===== src/hw/rtl/cid_pkg.sv =====
// ----------------------------------------------------------------------------
// cid_pkg: shared types and constants of the caller ID message parser
// Event codes, error codes, text kinds, register indexes and reset values, and
// the event record that travels from the parser front through the queue.
// ----------------------------------------------------------------------------
package cid_pkg;

	localparam logic [7:0] SEIZE_BYTE     = 8'h55;
	localparam logic [7:0] SEIZE_ALT_BYTE = 8'hD5;

	localparam int DEF_QUEUE_DEPTH = 4;

	// event codes
	localparam logic [2:0] EV_TEXT     = 3'd0;
	localparam logic [2:0] EV_DATE     = 3'd1;
	localparam logic [2:0] EV_REASON   = 3'd2;
	localparam logic [2:0] EV_CALLKIND = 3'd3;
	localparam logic [2:0] EV_COMPLETE = 3'd4;
	localparam logic [2:0] EV_ERROR    = 3'd5;

	// text kinds
	localparam logic [1:0] TK_CALLER = 2'd0;
	localparam logic [1:0] TK_CALLED = 2'd1;
	localparam logic [1:0] TK_NAME   = 2'd2;

	// error kinds
	localparam logic [1:0] ERR_FEW_SEIZE = 2'd0;
	localparam logic [1:0] ERR_BAD_TYPE  = 2'd1;
	localparam logic [1:0] ERR_EARLY_END = 2'd2;

	// register indexes
	localparam logic [2:0] REG_MIN_SEIZE  = 3'd0;
	localparam logic [2:0] REG_MSG_TYPE   = 3'd1;
	localparam logic [2:0] REG_DATE_CODE  = 3'd2;
	localparam logic [2:0] REG_CALLER     = 3'd3;
	localparam logic [2:0] REG_CALLED     = 3'd4;
	localparam logic [2:0] REG_REASON     = 3'd5;
	localparam logic [2:0] REG_NAME       = 3'd6;
	localparam logic [2:0] REG_CALL_KIND  = 3'd7;

	// register reset values
	localparam logic [7:0] RST_MIN_SEIZE = 8'd12;
	localparam logic [7:0] RST_MSG_TYPE  = 8'h80;
	localparam logic [7:0] RST_DATE_CODE = 8'd1;
	localparam logic [7:0] RST_CALLER    = 8'd2;
	localparam logic [7:0] RST_CALLED    = 8'd3;
	localparam logic [7:0] RST_REASON    = 8'd4;
	localparam logic [7:0] RST_NAME      = 8'd7;
	localparam logic [7:0] RST_CALL_KIND = 8'd17;

	typedef struct packed {
		logic [2:0] event_res;
		logic [1:0] text_kind;
		logic [7:0] value_byte;
		logic [7:0] value_index;
		logic [6:0] month;
		logic [6:0] day;
		logic [6:0] hour;
		logic [6:0] minute;
		logic [1:0] error_kind;
	} cid_event_t;

	// up to two events per accepted byte, packed from slot 0
	typedef struct packed {
		logic [1:0] num;
		cid_event_t ev0;
		cid_event_t ev1;
	} cid_push_t;

	localparam cid_event_t EVENT_ZERO = '0;

endpackage


===== src/hw/rtl/cid_front.sv =====
// ----------------------------------------------------------------------------
// cid_front: byte parser of the caller ID message
// Holds the config registers, walks seizure run, header and type-length-value
// body one byte per cycle while room is high, and hands out up to two events.
// ----------------------------------------------------------------------------
module cid_front
	import cid_pkg::*;
(
	input  logic        clk,
	input  logic        arst_n,
	input  logic        cfg_valid,
	output logic        cfg_ready,
	input  logic [2:0]  cfg_index,
	input  logic [7:0]  cfg_data,
	input  logic        in_valid,
	output logic        in_ready,
	input  logic [7:0]  rx_byte,
	input  logic        end_of_buffer,
	input  logic        room,
	output cid_push_t   push
);

	localparam logic [2:0] PH_HUNT  = 3'd0;
	localparam logic [2:0] PH_SEIZE = 3'd1;
	localparam logic [2:0] PH_LEN   = 3'd2;
	localparam logic [2:0] PH_PTYPE = 3'd3;
	localparam logic [2:0] PH_PLEN  = 3'd4;
	localparam logic [2:0] PH_PVAL  = 3'd5;
	localparam logic [2:0] PH_DRAIN = 3'd6;

	logic [7:0] min_seize_q, msg_type_q, date_code_q, caller_q;
	logic [7:0] called_q, reason_q, name_q, call_kind_q;

	logic [2:0] phase_q, phase_n;
	logic [7:0] seize_cnt_q, seize_cnt_n;
	logic [7:0] body_left_q, body_left_n;
	logic [7:0] cur_type_q, cur_type_n;
	logic [7:0] val_left_q, val_left_n;
	logic [7:0] val_pos_q, val_pos_n;
	logic [7:0] held_q, held_n;
	logic [6:0] date_q [3];
	logic [6:0] date_n [3];

	logic       accept;
	logic       a_v, b_v, c_v;
	cid_event_t a_ev, b_ev, c_ev;
	logic [6:0] pair;

	function automatic logic is_digit(input logic [7:0] c);
		return (c >= 8'h30) && (c <= 8'h39);
	endfunction

	function automatic logic [6:0] digit_pair(input logic [7:0] a, input logic [7:0] b);
		logic [3:0] da;
		logic [3:0] db;
		da = a[3:0];
		db = b[3:0];
		if (!is_digit(a))
			return 7'd0;
		else if (!is_digit(b))
			return {3'd0, da};
		else
			return 7'({da, 3'd0}) + 7'({da, 1'b0}) + 7'(db);
	endfunction

	assign cfg_ready = 1'b1;
	assign in_ready  = room;
	assign accept    = in_valid && room;
	assign pair      = digit_pair(held_q, rx_byte);

	always_ff @(posedge clk or negedge arst_n) begin
		if (!arst_n) begin
			min_seize_q <= RST_MIN_SEIZE;
			msg_type_q  <= RST_MSG_TYPE;
			date_code_q <= RST_DATE_CODE;
			caller_q    <= RST_CALLER;
			called_q    <= RST_CALLED;
			reason_q    <= RST_REASON;
			name_q      <= RST_NAME;
			call_kind_q <= RST_CALL_KIND;
		end else if (cfg_valid) begin
			case (cfg_index)
				REG_MIN_SEIZE: min_seize_q <= cfg_data;
				REG_MSG_TYPE:  msg_type_q  <= cfg_data;
				REG_DATE_CODE: date_code_q <= cfg_data;
				REG_CALLER:    caller_q    <= cfg_data;
				REG_CALLED:    called_q    <= cfg_data;
				REG_REASON:    reason_q    <= cfg_data;
				REG_NAME:      name_q      <= cfg_data;
				REG_CALL_KIND: call_kind_q <= cfg_data;
				default: ;
			endcase
		end
	end

	always_comb begin
		phase_n     = phase_q;
		seize_cnt_n = seize_cnt_q;
		body_left_n = body_left_q;
		cur_type_n  = cur_type_q;
		val_left_n  = val_left_q;
		val_pos_n   = val_pos_q;
		held_n      = held_q;
		date_n      = date_q;
		a_v  = 1'b0;
		b_v  = 1'b0;
		c_v  = 1'b0;
		a_ev = EVENT_ZERO;
		b_ev = EVENT_ZERO;
		c_ev = EVENT_ZERO;

		case (phase_q)
			PH_HUNT: begin
				if (rx_byte == SEIZE_BYTE) begin
					seize_cnt_n = 8'd1;
					phase_n     = PH_SEIZE;
				end
			end
			PH_SEIZE: begin
				if (rx_byte == SEIZE_BYTE || rx_byte == SEIZE_ALT_BYTE) begin
					if (seize_cnt_q != 8'hFF)
						seize_cnt_n = seize_cnt_q + 8'd1;
				end else if (seize_cnt_q < min_seize_q) begin
					a_v = 1'b1;
					a_ev.event_res  = EV_ERROR;
					a_ev.error_kind = ERR_FEW_SEIZE;
					phase_n = PH_DRAIN;
				end else if (rx_byte != msg_type_q) begin
					a_v = 1'b1;
					a_ev.event_res  = EV_ERROR;
					a_ev.error_kind = ERR_BAD_TYPE;
					phase_n = PH_DRAIN;
				end else begin
					phase_n = PH_LEN;
				end
			end
			PH_LEN: begin
				body_left_n = rx_byte;
				if (rx_byte == 8'd0) begin
					a_v = 1'b1;
					a_ev.event_res = EV_COMPLETE;
					phase_n = PH_DRAIN;
				end else begin
					phase_n = PH_PTYPE;
				end
			end
			PH_PTYPE, PH_PLEN, PH_PVAL: begin
				body_left_n = body_left_q - 8'd1;
				if (phase_q == PH_PTYPE) begin
					cur_type_n = rx_byte;
					phase_n    = PH_PLEN;
				end else if (phase_q == PH_PLEN) begin
					val_left_n = rx_byte;
					val_pos_n  = 8'd0;
					phase_n    = (rx_byte == 8'd0) ? PH_PTYPE : PH_PVAL;
				end else begin
					if (cur_type_q == date_code_q) begin
						if (val_pos_q < 8'd8) begin
							if (!val_pos_q[0]) begin
								held_n = rx_byte;
							end else if (val_pos_q < 8'd7) begin
								case (val_pos_q[2:1])
									2'd0:    date_n[0] = pair;
									2'd1:    date_n[1] = pair;
									default: date_n[2] = pair;
								endcase
							end else begin
								a_v = 1'b1;
								a_ev.event_res = EV_DATE;
								a_ev.month     = date_q[0];
								a_ev.day       = date_q[1];
								a_ev.hour      = date_q[2];
								a_ev.minute    = pair;
							end
						end
					end else if (cur_type_q == caller_q) begin
						a_v = 1'b1;
						a_ev.event_res   = EV_TEXT;
						a_ev.text_kind   = TK_CALLER;
						a_ev.value_byte  = rx_byte;
						a_ev.value_index = val_pos_q;
					end else if (cur_type_q == called_q) begin
						a_v = 1'b1;
						a_ev.event_res   = EV_TEXT;
						a_ev.text_kind   = TK_CALLED;
						a_ev.value_byte  = rx_byte;
						a_ev.value_index = val_pos_q;
					end else if (cur_type_q == reason_q) begin
						if (val_pos_q == 8'd0) begin
							a_v = 1'b1;
							a_ev.event_res  = EV_REASON;
							a_ev.value_byte = rx_byte;
						end
					end else if (cur_type_q == name_q) begin
						a_v = 1'b1;
						a_ev.event_res   = EV_TEXT;
						a_ev.text_kind   = TK_NAME;
						a_ev.value_byte  = rx_byte;
						a_ev.value_index = val_pos_q;
					end else if (cur_type_q == call_kind_q) begin
						if (val_pos_q == 8'd0) begin
							a_v = 1'b1;
							a_ev.event_res  = EV_CALLKIND;
							a_ev.value_byte = rx_byte;
						end
					end
					if (val_pos_q != 8'hFF)
						val_pos_n = val_pos_q + 8'd1;
					val_left_n = val_left_q - 8'd1;
					if (val_left_n == 8'd0)
						phase_n = PH_PTYPE;
				end
				// body length wins over a parameter that runs past it
				if (body_left_n == 8'd0) begin
					b_v = 1'b1;
					b_ev.event_res = EV_COMPLETE;
					phase_n = PH_DRAIN;
				end
			end
			default: ;
		endcase

		if (end_of_buffer) begin
			if (phase_n != PH_DRAIN) begin
				c_v = 1'b1;
				c_ev.event_res = EV_ERROR;
				if ((phase_n == PH_HUNT || phase_n == PH_SEIZE) && seize_cnt_n < min_seize_q)
					c_ev.error_kind = ERR_FEW_SEIZE;
				else
					c_ev.error_kind = ERR_EARLY_END;
			end
			phase_n     = PH_HUNT;
			seize_cnt_n = 8'd0;
			body_left_n = 8'd0;
			cur_type_n  = 8'd0;
			val_left_n  = 8'd0;
			val_pos_n   = 8'd0;
			held_n      = 8'd0;
			date_n[0]   = 7'd0;
			date_n[1]   = 7'd0;
			date_n[2]   = 7'd0;
		end
	end

	// pack the events from slot 0, in order
	always_comb begin
		push.num = 2'({1'b0, a_v} + {1'b0, b_v} + {1'b0, c_v});
		if (!accept)
			push.num = 2'd0;
		push.ev0 = a_v ? a_ev : (b_v ? b_ev : c_ev);
		push.ev1 = (a_v && b_v) ? b_ev : c_ev;
	end

	always_ff @(posedge clk or negedge arst_n) begin
		if (!arst_n) begin
			phase_q     <= PH_HUNT;
			seize_cnt_q <= 8'd0;
			body_left_q <= 8'd0;
			cur_type_q  <= 8'd0;
			val_left_q  <= 8'd0;
			val_pos_q   <= 8'd0;
			held_q      <= 8'd0;
			date_q[0]   <= 7'd0;
			date_q[1]   <= 7'd0;
			date_q[2]   <= 7'd0;
		end else if (accept) begin
			phase_q     <= phase_n;
			seize_cnt_q <= seize_cnt_n;
			body_left_q <= body_left_n;
			cur_type_q  <= cur_type_n;
			val_left_q  <= val_left_n;
			val_pos_q   <= val_pos_n;
			held_q      <= held_n;
			date_q      <= date_n;
		end
	end

endmodule


===== src/hw/rtl/cid_queue.sv =====
// ----------------------------------------------------------------------------
// cid_queue: event queue between parser and output stage
// Takes up to two events a cycle, gives one a cycle while pop is high; offers
// room while at least two entries are free.
// ----------------------------------------------------------------------------
module cid_queue
	import cid_pkg::*;
#(
	parameter int DEPTH = DEF_QUEUE_DEPTH
)
(
	input  logic       clk,
	input  logic       arst_n,
	input  cid_push_t  push,
	output logic       room,
	input  logic       pop,
	output logic       head_valid,
	output cid_event_t head
);

	localparam int PTR_W = $clog2(DEPTH);
	localparam int CNT_W = PTR_W + 1;

	cid_event_t       mem_q [DEPTH];
	logic [PTR_W-1:0] wr_ptr_q, rd_ptr_q, wr_ptr_nx;
	logic [CNT_W-1:0] count_q;
	logic             do_pop;

	// wrap at the last entry so depths that are not a power of two work
	function automatic logic [PTR_W-1:0] ptr_inc(input logic [PTR_W-1:0] p);
		return (p == PTR_W'(DEPTH - 1)) ? '0 : p + PTR_W'(1);
	endfunction

	assign wr_ptr_nx  = ptr_inc(wr_ptr_q);
	assign room       = count_q <= CNT_W'(DEPTH - 2);
	assign head_valid = count_q != '0;
	assign head       = mem_q[rd_ptr_q];
	assign do_pop     = pop && head_valid;

	always_ff @(posedge clk) begin
		if (push.num != 2'd0)
			mem_q[wr_ptr_q] <= push.ev0;
		if (push.num == 2'd2)
			mem_q[wr_ptr_nx] <= push.ev1;
	end

	always_ff @(posedge clk or negedge arst_n) begin
		if (!arst_n) begin
			wr_ptr_q <= '0;
			rd_ptr_q <= '0;
			count_q  <= '0;
		end else begin
			if (push.num == 2'd2)
				wr_ptr_q <= ptr_inc(wr_ptr_nx);
			else if (push.num == 2'd1)
				wr_ptr_q <= wr_ptr_nx;
			if (do_pop)
				rd_ptr_q <= ptr_inc(rd_ptr_q);
			count_q <= count_q + CNT_W'(push.num) - CNT_W'(do_pop);
		end
	end

`ifndef ASSERT_OFF
	a_count_bound: assert property (@(posedge clk) disable iff (!arst_n)
		count_q <= CNT_W'(DEPTH))
		else $error("event queue count beyond depth");

	a_push_room: assert property (@(posedge clk) disable iff (!arst_n)
		push.num != 2'd0 |-> room)
		else $error("events pushed without room");

	a_pop_nonempty: assert property (@(posedge clk) disable iff (!arst_n)
		pop |-> head_valid)
		else $error("pop from empty event queue");

	a_count_track: assert property (@(posedge clk) disable iff (!arst_n)
		push.num == 2'd0 && !do_pop |=> $stable(count_q))
		else $error("queue count moved without push or pop");
`endif

endmodule


===== src/hw/rtl/cid_back.sv =====
// ----------------------------------------------------------------------------
// cid_back: result output stage
// Pulls events from the queue into the output register and holds each one
// until the consumer takes it.
// ----------------------------------------------------------------------------
module cid_back
	import cid_pkg::*;
(
	input  logic       clk,
	input  logic       arst_n,
	input  logic       head_valid,
	input  cid_event_t head,
	output logic       pop,
	output logic       out_valid,
	input  logic       out_ready,
	output cid_event_t out_ev
);

	logic       out_valid_q;
	cid_event_t out_q;

	// advance when the register is empty or being taken
	assign pop       = head_valid && (!out_valid_q || out_ready);
	assign out_valid = out_valid_q;
	assign out_ev    = out_q;

	always_ff @(posedge clk or negedge arst_n) begin
		if (!arst_n) begin
			out_valid_q <= 1'b0;
		end else if (!out_valid_q || out_ready) begin
			out_valid_q <= head_valid;
		end
	end

	always_ff @(posedge clk) begin
		if (pop)
			out_q <= head;
	end

endmodule


===== src/hw/rtl/caller_id_message_parser.sv =====
// ----------------------------------------------------------------------------
// caller_id_message_parser: caller ID message parser, top level
// Parses received caller ID bytes into text, date, reason, call type,
// completion and error events.
//
//   channel | direction | handshake            | payload
//   in      | input     | in_valid / in_ready   | rx_byte, end_of_buffer
//   out     | output    | out_valid / out_ready | event_res .. error_kind
//   cfg     | input     | cfg_valid / cfg_ready | cfg_index, cfg_data
//
// One byte is taken per cycle while in_ready is high; each byte yields zero
// to two events, which pass through the event queue into the output register.
// The output gives one event per cycle while out_ready is high, so a burst of
// two-event bytes fills the QUEUE_DEPTH-entry event queue and in_ready drops
// until it drains. in_ready is low while fewer than two queue entries are free.
// Reset clears the parse state, loads the register defaults and empties
// the queue; cfg_ready is always high.
// ----------------------------------------------------------------------------
module caller_id_message_parser
	import cid_pkg::*;
#(
	parameter int QUEUE_DEPTH = DEF_QUEUE_DEPTH
)
(
	input  logic       clk,
	input  logic       arst_n,
	input  logic       cfg_valid,
	output logic       cfg_ready,
	input  logic [2:0] cfg_index,
	input  logic [7:0] cfg_data,
	input  logic       in_valid,
	output logic       in_ready,
	input  logic [7:0] rx_byte,
	input  logic       end_of_buffer,
	output logic       out_valid,
	input  logic       out_ready,
	output logic [2:0] event_res,
	output logic [1:0] text_kind,
	output logic [7:0] value_byte,
	output logic [7:0] value_index,
	output logic [6:0] month,
	output logic [6:0] day,
	output logic [6:0] hour,
	output logic [6:0] minute,
	output logic [1:0] error_kind
);

	cid_push_t  push;
	logic       room;
	logic       pop;
	logic       head_valid;
	cid_event_t head;
	cid_event_t out_ev;

	cid_front u_front (
		.clk           (clk),
		.arst_n        (arst_n),
		.cfg_valid     (cfg_valid),
		.cfg_ready     (cfg_ready),
		.cfg_index     (cfg_index),
		.cfg_data      (cfg_data),
		.in_valid      (in_valid),
		.in_ready      (in_ready),
		.rx_byte       (rx_byte),
		.end_of_buffer (end_of_buffer),
		.room          (room),
		.push          (push)
	);

	cid_queue #(
		.DEPTH (QUEUE_DEPTH)
	) u_queue (
		.clk        (clk),
		.arst_n     (arst_n),
		.push       (push),
		.room       (room),
		.pop        (pop),
		.head_valid (head_valid),
		.head       (head)
	);

	cid_back u_back (
		.clk        (clk),
		.arst_n     (arst_n),
		.head_valid (head_valid),
		.head       (head),
		.pop        (pop),
		.out_valid  (out_valid),
		.out_ready  (out_ready),
		.out_ev     (out_ev)
	);

	assign event_res   = out_ev.event_res;
	assign text_kind   = out_ev.text_kind;
	assign value_byte  = out_ev.value_byte;
	assign value_index = out_ev.value_index;
	assign month       = out_ev.month;
	assign day         = out_ev.day;
	assign hour        = out_ev.hour;
	assign minute      = out_ev.minute;
	assign error_kind  = out_ev.error_kind;

endmodule


===== config.mk =====
export PLATFORM = sky130hd
export DESIGN_NAME = caller_id_message_parser
export DESIGN_NICKNAME = d
export VERILOG_FILES = /design/src/hw/rtl/cid_pkg.sv /design/src/hw/rtl/cid_front.sv /design/src/hw/rtl/cid_queue.sv /design/src/hw/rtl/cid_back.sv /design/src/hw/rtl/caller_id_message_parser.sv
export SDC_FILE = /design/constraint.sdc
export NUM_CORES = 1
export LEC_CHECK = 0
export BUFFER_PORTS_ARGS = -buffer_cell sky130_fd_sc_hd__buf_2
export CAP_MARGIN = 20
export CORE_ASPECT_RATIO = 1.2
export CORE_UTILIZATION = 60
export CTS_CLUSTER_DIAMETER = 40
export DETAILED_ROUTE_END_ITERATION = 16
export HOLD_SLACK_MARGIN = 0.1
export PLACE_DENSITY = 0.78
export SLEW_MARGIN = 30
export SYNTH_ARGS = -nofsm -noshare
export SYNTH_HDL_FRONTEND = slang
export SYNTH_HIERARCHICAL = 1
export SYNTH_SLANG_ARGS = --single-unit
export TNS_END_PERCENT = 50

===== constraint.sdc =====
create_clock -name clk -period 10.6 [get_ports clk]
set_input_delay 0 -clock clk [delete_from_list [all_inputs] [get_ports clk]]
set_output_delay 0 -clock clk [all_outputs]
set_load 0.01 [all_outputs]

==> impl_metrics.yaml, run 1 <==
cells_and_area:
  largest_register_ffs: 204
  nFillCells: 2346
  areaGrowthSynthToFinish_pct: 12.0
  nets: 1623
  regMostFlops: "u_queue/mem_q"
  final_layout_size_suffix_gt1_share_pct: 34.1
  diodes: 0
  fin_util_pct: 68.9
floorplan:
  initial_core_util_pct: 61.5
  rows: 73
  die_h_um: 205
  pin_count: 79
  die_area_sq_um: 35000
  core-area_sq_um: 33400
  fp.dieW_um: 171
setup_path:
  critPathMaxFanout: 52
  cp_top_family: "simple AND/OR/NAND/NOR gates"
  slowest_stage: "buf_4"
  crit_required_ps: 10780
  crit_path_max_incr_delay_ps: 600
  crit_buf_inv: 4
  start_kind: "register"
  crit_path_end_kind: "register"
  crit_chain: "inv_1, ha_1, or4b_1, nor2_1, xor2_1, or4_1, and4b_1, o31ai_4, inv_2, fa_1, and3_1, inv_1, ha_1, nand2_4, o21ai_4, buf_4"
  worstSetupPathType: "register to register"
  arrival_ps: 6040
yosys:
  avgSynthCellArea_sq_um: 14.1
  synth_top_cell_area_share_pct: 37.2
  synth-compound-area-share_pct: 4.10
  synth-xor-area-share_pct: 3.15
  syn_inst: 1453
  ys_top_cells_by_area: "edfxtp_1 (37%), dfrtp_1 (16%), mux2_2 (15%)"
  synth_top_area_cell: "edfxtp_1"
  synth-simple-area-share_pct: 7.44
  synth-seq-cells: 399
  synth-adder-area-share_pct: 2.88
  synth_edf_count: 255
  synthDistinctLibCells: 73
  synth.most_common_cell: "mux2_2"
  synth_mux_area_share_pct: 22.4
  synth_top_family_by_area: "multiplexers"
  syn_area_sq_um: 20600
  synth_ff_type: "edfxtp_1"
  async_flop_share_pct: 36.1
  yosysSeqAreaShare_pct: 54.9
  synth.top_cells.by_count: "mux2_2 (277), edfxtp_1 (255), dfrtp_1 (131), nor2_1 (72), buf_4 (52)"
  ys_warn_count: 6
route:
  drt_pass1_iterations: 5
  via_count: 12000
  drc: 0
  ant_nets: 0
  viasPerCell: 5.89
  wl_per_cell_um: 21.2
  wl_um: 43300
  drt-initial-drc-count: 1048
sta:
  rsz0062_at_grt: "no"
  setup_viol: 0
  fin_crit_ps: 5860
  slew_headroom_pct: 36.9
  finalMaxSlewViolations: 0
  setup_slack_ps: 4740
  finalHoldViolations: 0
  finalSetupTns_ps: 0
  tightestPinTransition_ps: 942
  period_share_pct: 55.3
  fmax_mhz: 171
  finClkSkew_ps: 27.0
global_route:
  grt_overflow: 0
  first_global_vias: 12400
  antenna_found_initial: 0
  grt_max_degree: 81
  grt_pass1_wl_um: 69000
  grt_use_total_pct: 25.9
pwr:
  p_per_area_nw_per_um2: 228
  p_leak_nw: 9.38
  pwr-share-seq_pct: 42.1
  ir_worst_vdd_uv: 159
  clkPwrFrac_pct: 32.7
  p_total_mw: 5.25
  power.switching_mw: 1.58
  p_comb_share_pct: 25.3
  swShare_pct: 30.0
  p_int_mw: 3.68
place:
  port_buffers: 77
  place_hpwl_um: 27000
  place_ws_ps: 4780
  routabilityCongestion: 0.867
cts:
  cts_made_buffers: 46
  worst_skew_pair.late_latency_ps: 570
  cts-htree-levels: 2
  clock-sinks: 399
  cts.reportedPaths.clkPinSlew_ps: 60
  root_buffer: "clkbuf_16"
  clk_path_buf_depth: 3
  cts_tree: "built"
job:
  maxCapViolations: 0
status:
  status: "complete, no violations"
min_path:
  min_path_type: "input pin to register"
-- power groups by stage --
stage	clock [mW]	combinational (mW)	sequential [mW]
after floorplan	0	1.01	2.19
after global placement	0	1.28	2.22
after detailed placement	0	1.31	2.24
after CTS	1.74	1.33	2.21
after global routing	1.80	1.46	2.25
final	1.72	1.33	2.21
-- cells in the final DEF, fill, tap and decap left out, types with 8 or more instances in the layout --
| master | instances |
|---|---|
| a21oi_1 | 30 |
| and2_1 | 36 |
| buf_2 | 76 |
| buf_4 | 14 |
| bufinv_16 | 9 |
| clkbuf_16 | 48 |
| conb_1 | 49 |
| dfrtp_1 | 129 |
| dfstp_2 | 13 |
| dlygate4sd3_1 | 34 |
| edfxtp_1 | 255 |
| ha_1 | 41 |
| inv_1 | 32 |
| mux2_1 | 21 |
| mux2_2 | 277 |
| mux2i_1 | 9 |
| mux4_2 | 48 |
| nand2_1 | 42 |
| nand2b_1 | 10 |
| nand3_1 | 13 |
| nand4_1 | 17 |
| nor2_1 | 71 |
| nor2b_1 | 8 |
| nor3_1 | 19 |
| nor4_1 | 16 |
| o21ai_0 | 46 |
| xnor2_1 | 33 |
| xor2_1 | 41 |
-- per-stage QoR --
stage | cell area (sq um) | hold WS, ps | instances
6_report | 23000 | 156 | 2041
5_1_grt | 23000 | 188 | 2041
4_1_cts | 23000 | 120 | 2040
3_5_place_dp | 21000 | 36.5 | 1919
2_1_floorplan | 20700 | -296 | 1500
3_3_place_gp | 20900 | 32.7 | 1919
-- layer usage --
layer | vias to the layer above | global-route usage (%) | part of all wire (%)
met5 | - | 0 | 0
met4 | 0 | 8.45 | 2.7
met3 | 84 | 3.90 | 4.9
met2 | 364 | 45.1 | 51
met1 | 6040 | 33.1 | 41
li1 | 5538 | - | -
-- repair_timing --
action                                 in CTS  in global routing
setup buffers                               0                  0
resized for setup                           0                  0
hold buffers                               35                  0
endpoints found under the hold margin     159                  0
-- final cells by class --
cell class / instances / area, sq um / share of cell area [%]
flip-flops and latches: 399 / 11300 / 49.0
multi-input cells: 944 / 8480 / 36.8
clock buffers: 54 / 1240 / 5.38
repair buffers: 128 / 903 / 3.92
well taps: 450 / 563 / 2.45
clock inverters: 32 / 428 / 1.86
inverters: 34 / 128 / 0.554
-- cells by family (layout without fill, tap and decap cells) --
logic type | count (synthesis) | count (layout)
compound gates | 133 | 133
xor+xnor | 74 | 74
fa+ha+maj | 45 | 45
buf+inv | 157 | 248
flops | 399 | 399
mux | 358 | 358
other cells | 2 | 49
simple gates | 285 | 285
-- final timing paths --
check                                             from                    to  slack (ps)  cells past startpoint
worst max register to register  u_front/body_left_q[0]  u_queue/mem_q[3][48]        4740                     16
worst min register to register       u_front/date_q[4]     u_front/date_q[4]         480                      1
max in group asynchronous                       arst_n   u_queue/rd_ptr_q[0]        9220                      4
worst min-delay path                     end_of_buffer    u_front/phase_q[2]         160                      2
min in group asynchronous                       arst_n   u_front/called_q[1]         560                      3
worst max-delay path            u_front/body_left_q[0]  u_queue/mem_q[3][48]        4740                     16
(Power assumes the default switching activity.)
==> inputs of run 2 (changes only) <==
--- a/config.mk
+++ b/config.mk
@@ -5,6 +5,7 @@
 export SDC_FILE = /design/constraint.sdc
 export NUM_CORES = 1
 export LEC_CHECK = 0
+export ABC_AREA = 1
 export BUFFER_PORTS_ARGS = -buffer_cell sky130_fd_sc_hd__buf_2
 export CAP_MARGIN = 20
 export CORE_ASPECT_RATIO = 1.2
==> constraint.sdc (replaced) <==
create_clock -name clk -period 6.1 [get_ports clk]
set_input_delay 0 -clock clk [delete_from_list [all_inputs] [get_ports clk]]
set_output_delay 0 -clock clk [all_outputs]
set_load 0.01 [all_outputs]
==> run 2 against run 1 <==
  * Final cell count increased by 44%
  * Final area grew 2.5%
  * Power rose by 93%
  * Clock power increased by 70%
  * Critical path depth rose by 7
  * Largest power group unchanged
  * Maximum frequency up 17%
  * Via count grew 36%
  * First-iteration DRC count rose by 25%
  * Core utilization down 1.3 points
==> impl_metrics.yaml, run 2 <==
global_route:
  grt_max_degree: 108
  first_global_vias: 16200
  grt_util_met3_pct: 3.53
  gr-usage-met2_pct: 51.3
  busiest_layer: "met2"
  antenna_found_initial: 0
  grt_pass1_wl_um: 79500
  grt_use_met1_pct: 31.2
  grt_overflow: 0
  grt_use_total_pct: 27.5
place:
  routabilityCongestion: 0.895
  place_ws_ps: 1180
  port_buffers: 77
  place_hpwl_um: 31500
yosys:
  synth_edf_count: 255
  synth_ff_type: "edfxtp_1"
  synth_top_area_cell: "edfxtp_1"
  syn_area_sq_um: 21300
  avgSynthCellArea_sq_um: 9.02
  syn_inst: 2359
  synthDistinctLibCells: 60
  ys_warn_count: 6
  synth.most_common_cell: "nand2_1"
  synth-seq-cells: 399
  synth.top_cells.by_count: "nand2_1 (534), inv_1 (302), o21ai_0 (289), edfxtp_1 (255), nor2_1 (135)"
  yosysSeqAreaShare_pct: 53.0
  ys_top_cells_by_area: "edfxtp_1 (36%), dfrtp_1 (15%), nand2_1 (9.4%)"
  async_flop_share_pct: 36.1
  synth_top_cell_area_share_pct: 36.0
sta:
  slew_headroom_pct: 42.2
  rsz0062_at_grt: "no"
  holdWs_ps: 285
  finalSetupTns_ps: 0
  finClkSkew_ps: 18.4
  finalMaxSlewViolations: 0
  period_share_pct: 81.9
  finalHoldViolations: 0
  fin_crit_ps: 5000
  setup_slack_ps: 1100
  setup_viol: 0
  tightestPinTransition_ps: 864
  fmax_mhz: 200
setup_path:
  rrSetupSlack_ps: 1100
  arrival_ps: 5180
  start_kind: "register"
  worstSetupPathType: "register to register"
  critPathMaxFanout: 60
  crit_path_end_kind: "register"
  crit_required_ps: 6280
pwr:
  swShare_pct: 36.1
  ir_worst_vdd_uv: 300
  p_total_mw: 10.1
  pwr-share-seq_pct: 39.8
  p_comb_share_pct: 31.3
  clkPwrFrac_pct: 28.9
  p_per_area_nw_per_um2: 429
  power.switching_mw: 3.65
  p_leak_nw: 9.67
  p_int_mw: 6.48
route:
  drt_pass1_iterations: 6
  viasPerCell: 5.57
  drt-initial-drc-count: 1305
  ant_nets: 0
  wl_per_cell_um: 16.8
  drc: 0
  wl_um: 49100
  via_count: 16300
cells_and_area:
  nets: 2498
  regMostFlops: "u_queue/mem_q"
  final_layout_size_suffix_gt1_share_pct: 11.8
  diodes: 0
  final-seq-area_sq_um: 11300
  nFillCells: 2717
  multi_input_area_sq_um: 7960
  areaGrowthSynthToFinish_pct: 10.8
  final_cell_mix: "nand2_1 (534), inv_1 (302), o21ai_0 (285)"
  layout_commonest_cell: "nand2_1"
  largest_register_ffs: 204
cts:
  post_cts_buffers: 0
  clock-sinks: 399
  clk_path_buf_depth: 3
  root_buffer: "clkbuf_16"
  cts-htree-levels: 2
  cts_tree: "built"
  cts.reportedPaths.clkPinSlew_ps: 60
  worst_skew_pair.late_latency_ps: 570
  cts_made_buffers: 48
floorplan:
  initial_core_util_pct: 61.0
  rows: 75
  die_area_sq_um: 36200
  die_h_um: 208
  fp.dieW_um: 174
  pin_count: 79
  core-area_sq_um: 34900
job:
  maxCapViolations: 0
min_path:
  min_path_type: "input pin to register"
status:
  status: "complete, no violations"
-- run 2: cell count changes in the layout (fill, tap and decap cells not counted), sizes merged, moves of 10 or more --
cell / previous run / this run
o211ai: 2 / 53
nand2: 46 / 549
nand3: 13 / 58
and2: 37 / 0
mux4: 51 / 0
nand2b: 10 / 0
inv: 41 / 322
o21ai: 56 / 391
xor2: 41 / 19
nor4: 17 / 2
a21oi: 30 / 103
mux2: 298 / 0
nor2: 74 / 152
-- run 2: critical path, cell delays in order (launching register included) --
cell	delay [ps]
dfrtp_1	400
inv_1	150
ha_1	220
inv_1	50
nor2_1	200
nand3_1	100
nand2_1	70
nand2_1	60
nor2_1	80
nand3_1	100
a21oi_1	170
nor2_1	90
nor2_1	130
nand2_1	100
nand2_2	110
inv_1	70
fa_1	440
inv_1	70
nor2_1	50
inv_1	130
ha_1	460
nand2_4	480
o21ai_4	160
buf_4	630
-- run 2: cell type report --
class | instances | share of cell area, %
sequential | 399 | 47.8
clock inverter | 33 | 1.60
timing repair buffer | 129 | 3.90
inverter | 318 | 5.08
tap | 462 | 2.45
clock buffer | 56 | 5.41
multi-input combinational | 1532 | 33.7
-- run 2: final timing paths --
check / start / endpoint / depth (start not counted)
setup reg to reg: u_front/val_left_q[0] / u_queue/mem_q[1][25] / 23
hold / removal: out_ready / u_back/out_valid / 5
hold reg to reg: u_front/min_seize_q[5] / u_front/min_seize_q[5] / 2
min in group asynchronous: arst_n / u_front/msg_type_q[6] / 3
max in group asynchronous: arst_n / u_front/date_q[10] / 4
setup / recovery: u_front/val_left_q[0] / u_queue/mem_q[1][25] / 23
-- run 2: layer usage --
metal  routed length (um)  part of all wire, %
met1                18700                   38
met2                26100                   53
met3                 2520                  5.1
met4                 1750                  3.6
met5                    0                    0
-- run 2: cell families after synthesis --
family | share of synthesized area [%]
other | 0.0353
buffers and inverters | 10.8
DFF | 53.0
AOI/OAI and AO/OA | 15.2
muxes | 0.0940
xor gates and xnor gates | 2.02
and+or+nand+nor | 16.1
adders and majority gates | 2.79
-- run 2: what timing repair did --
action / 4_1_cts / 5_1_grt
hold buffers: 34 / 0
gates resized for setup: 0 / 0
endpoints found under the hold margin: 181 / 0
-- run 2: power by group through the flow --
stage	clock network [mW]	logic [mW]	registers, mW
2_1_floorplan	0	2.29	4.06
3_3_place_gp	0	2.94	4.10
3_5_place_dp	0	3.03	4.13
4_1_cts	2.96	3.09	4.08
5_1_grt	3.06	3.57	4.09
6_report	2.92	3.17	4.03
-- run 2: per-stage QoR --
step	util, %	area, sq um	instances
floorplan	-	21500	2406
global placement	61.7	21600	2805
detailed placement	61.8	21600	2805
CTS	67.5	23600	2928
global route	67.6	23600	2929
finish	67.6	23600	2929
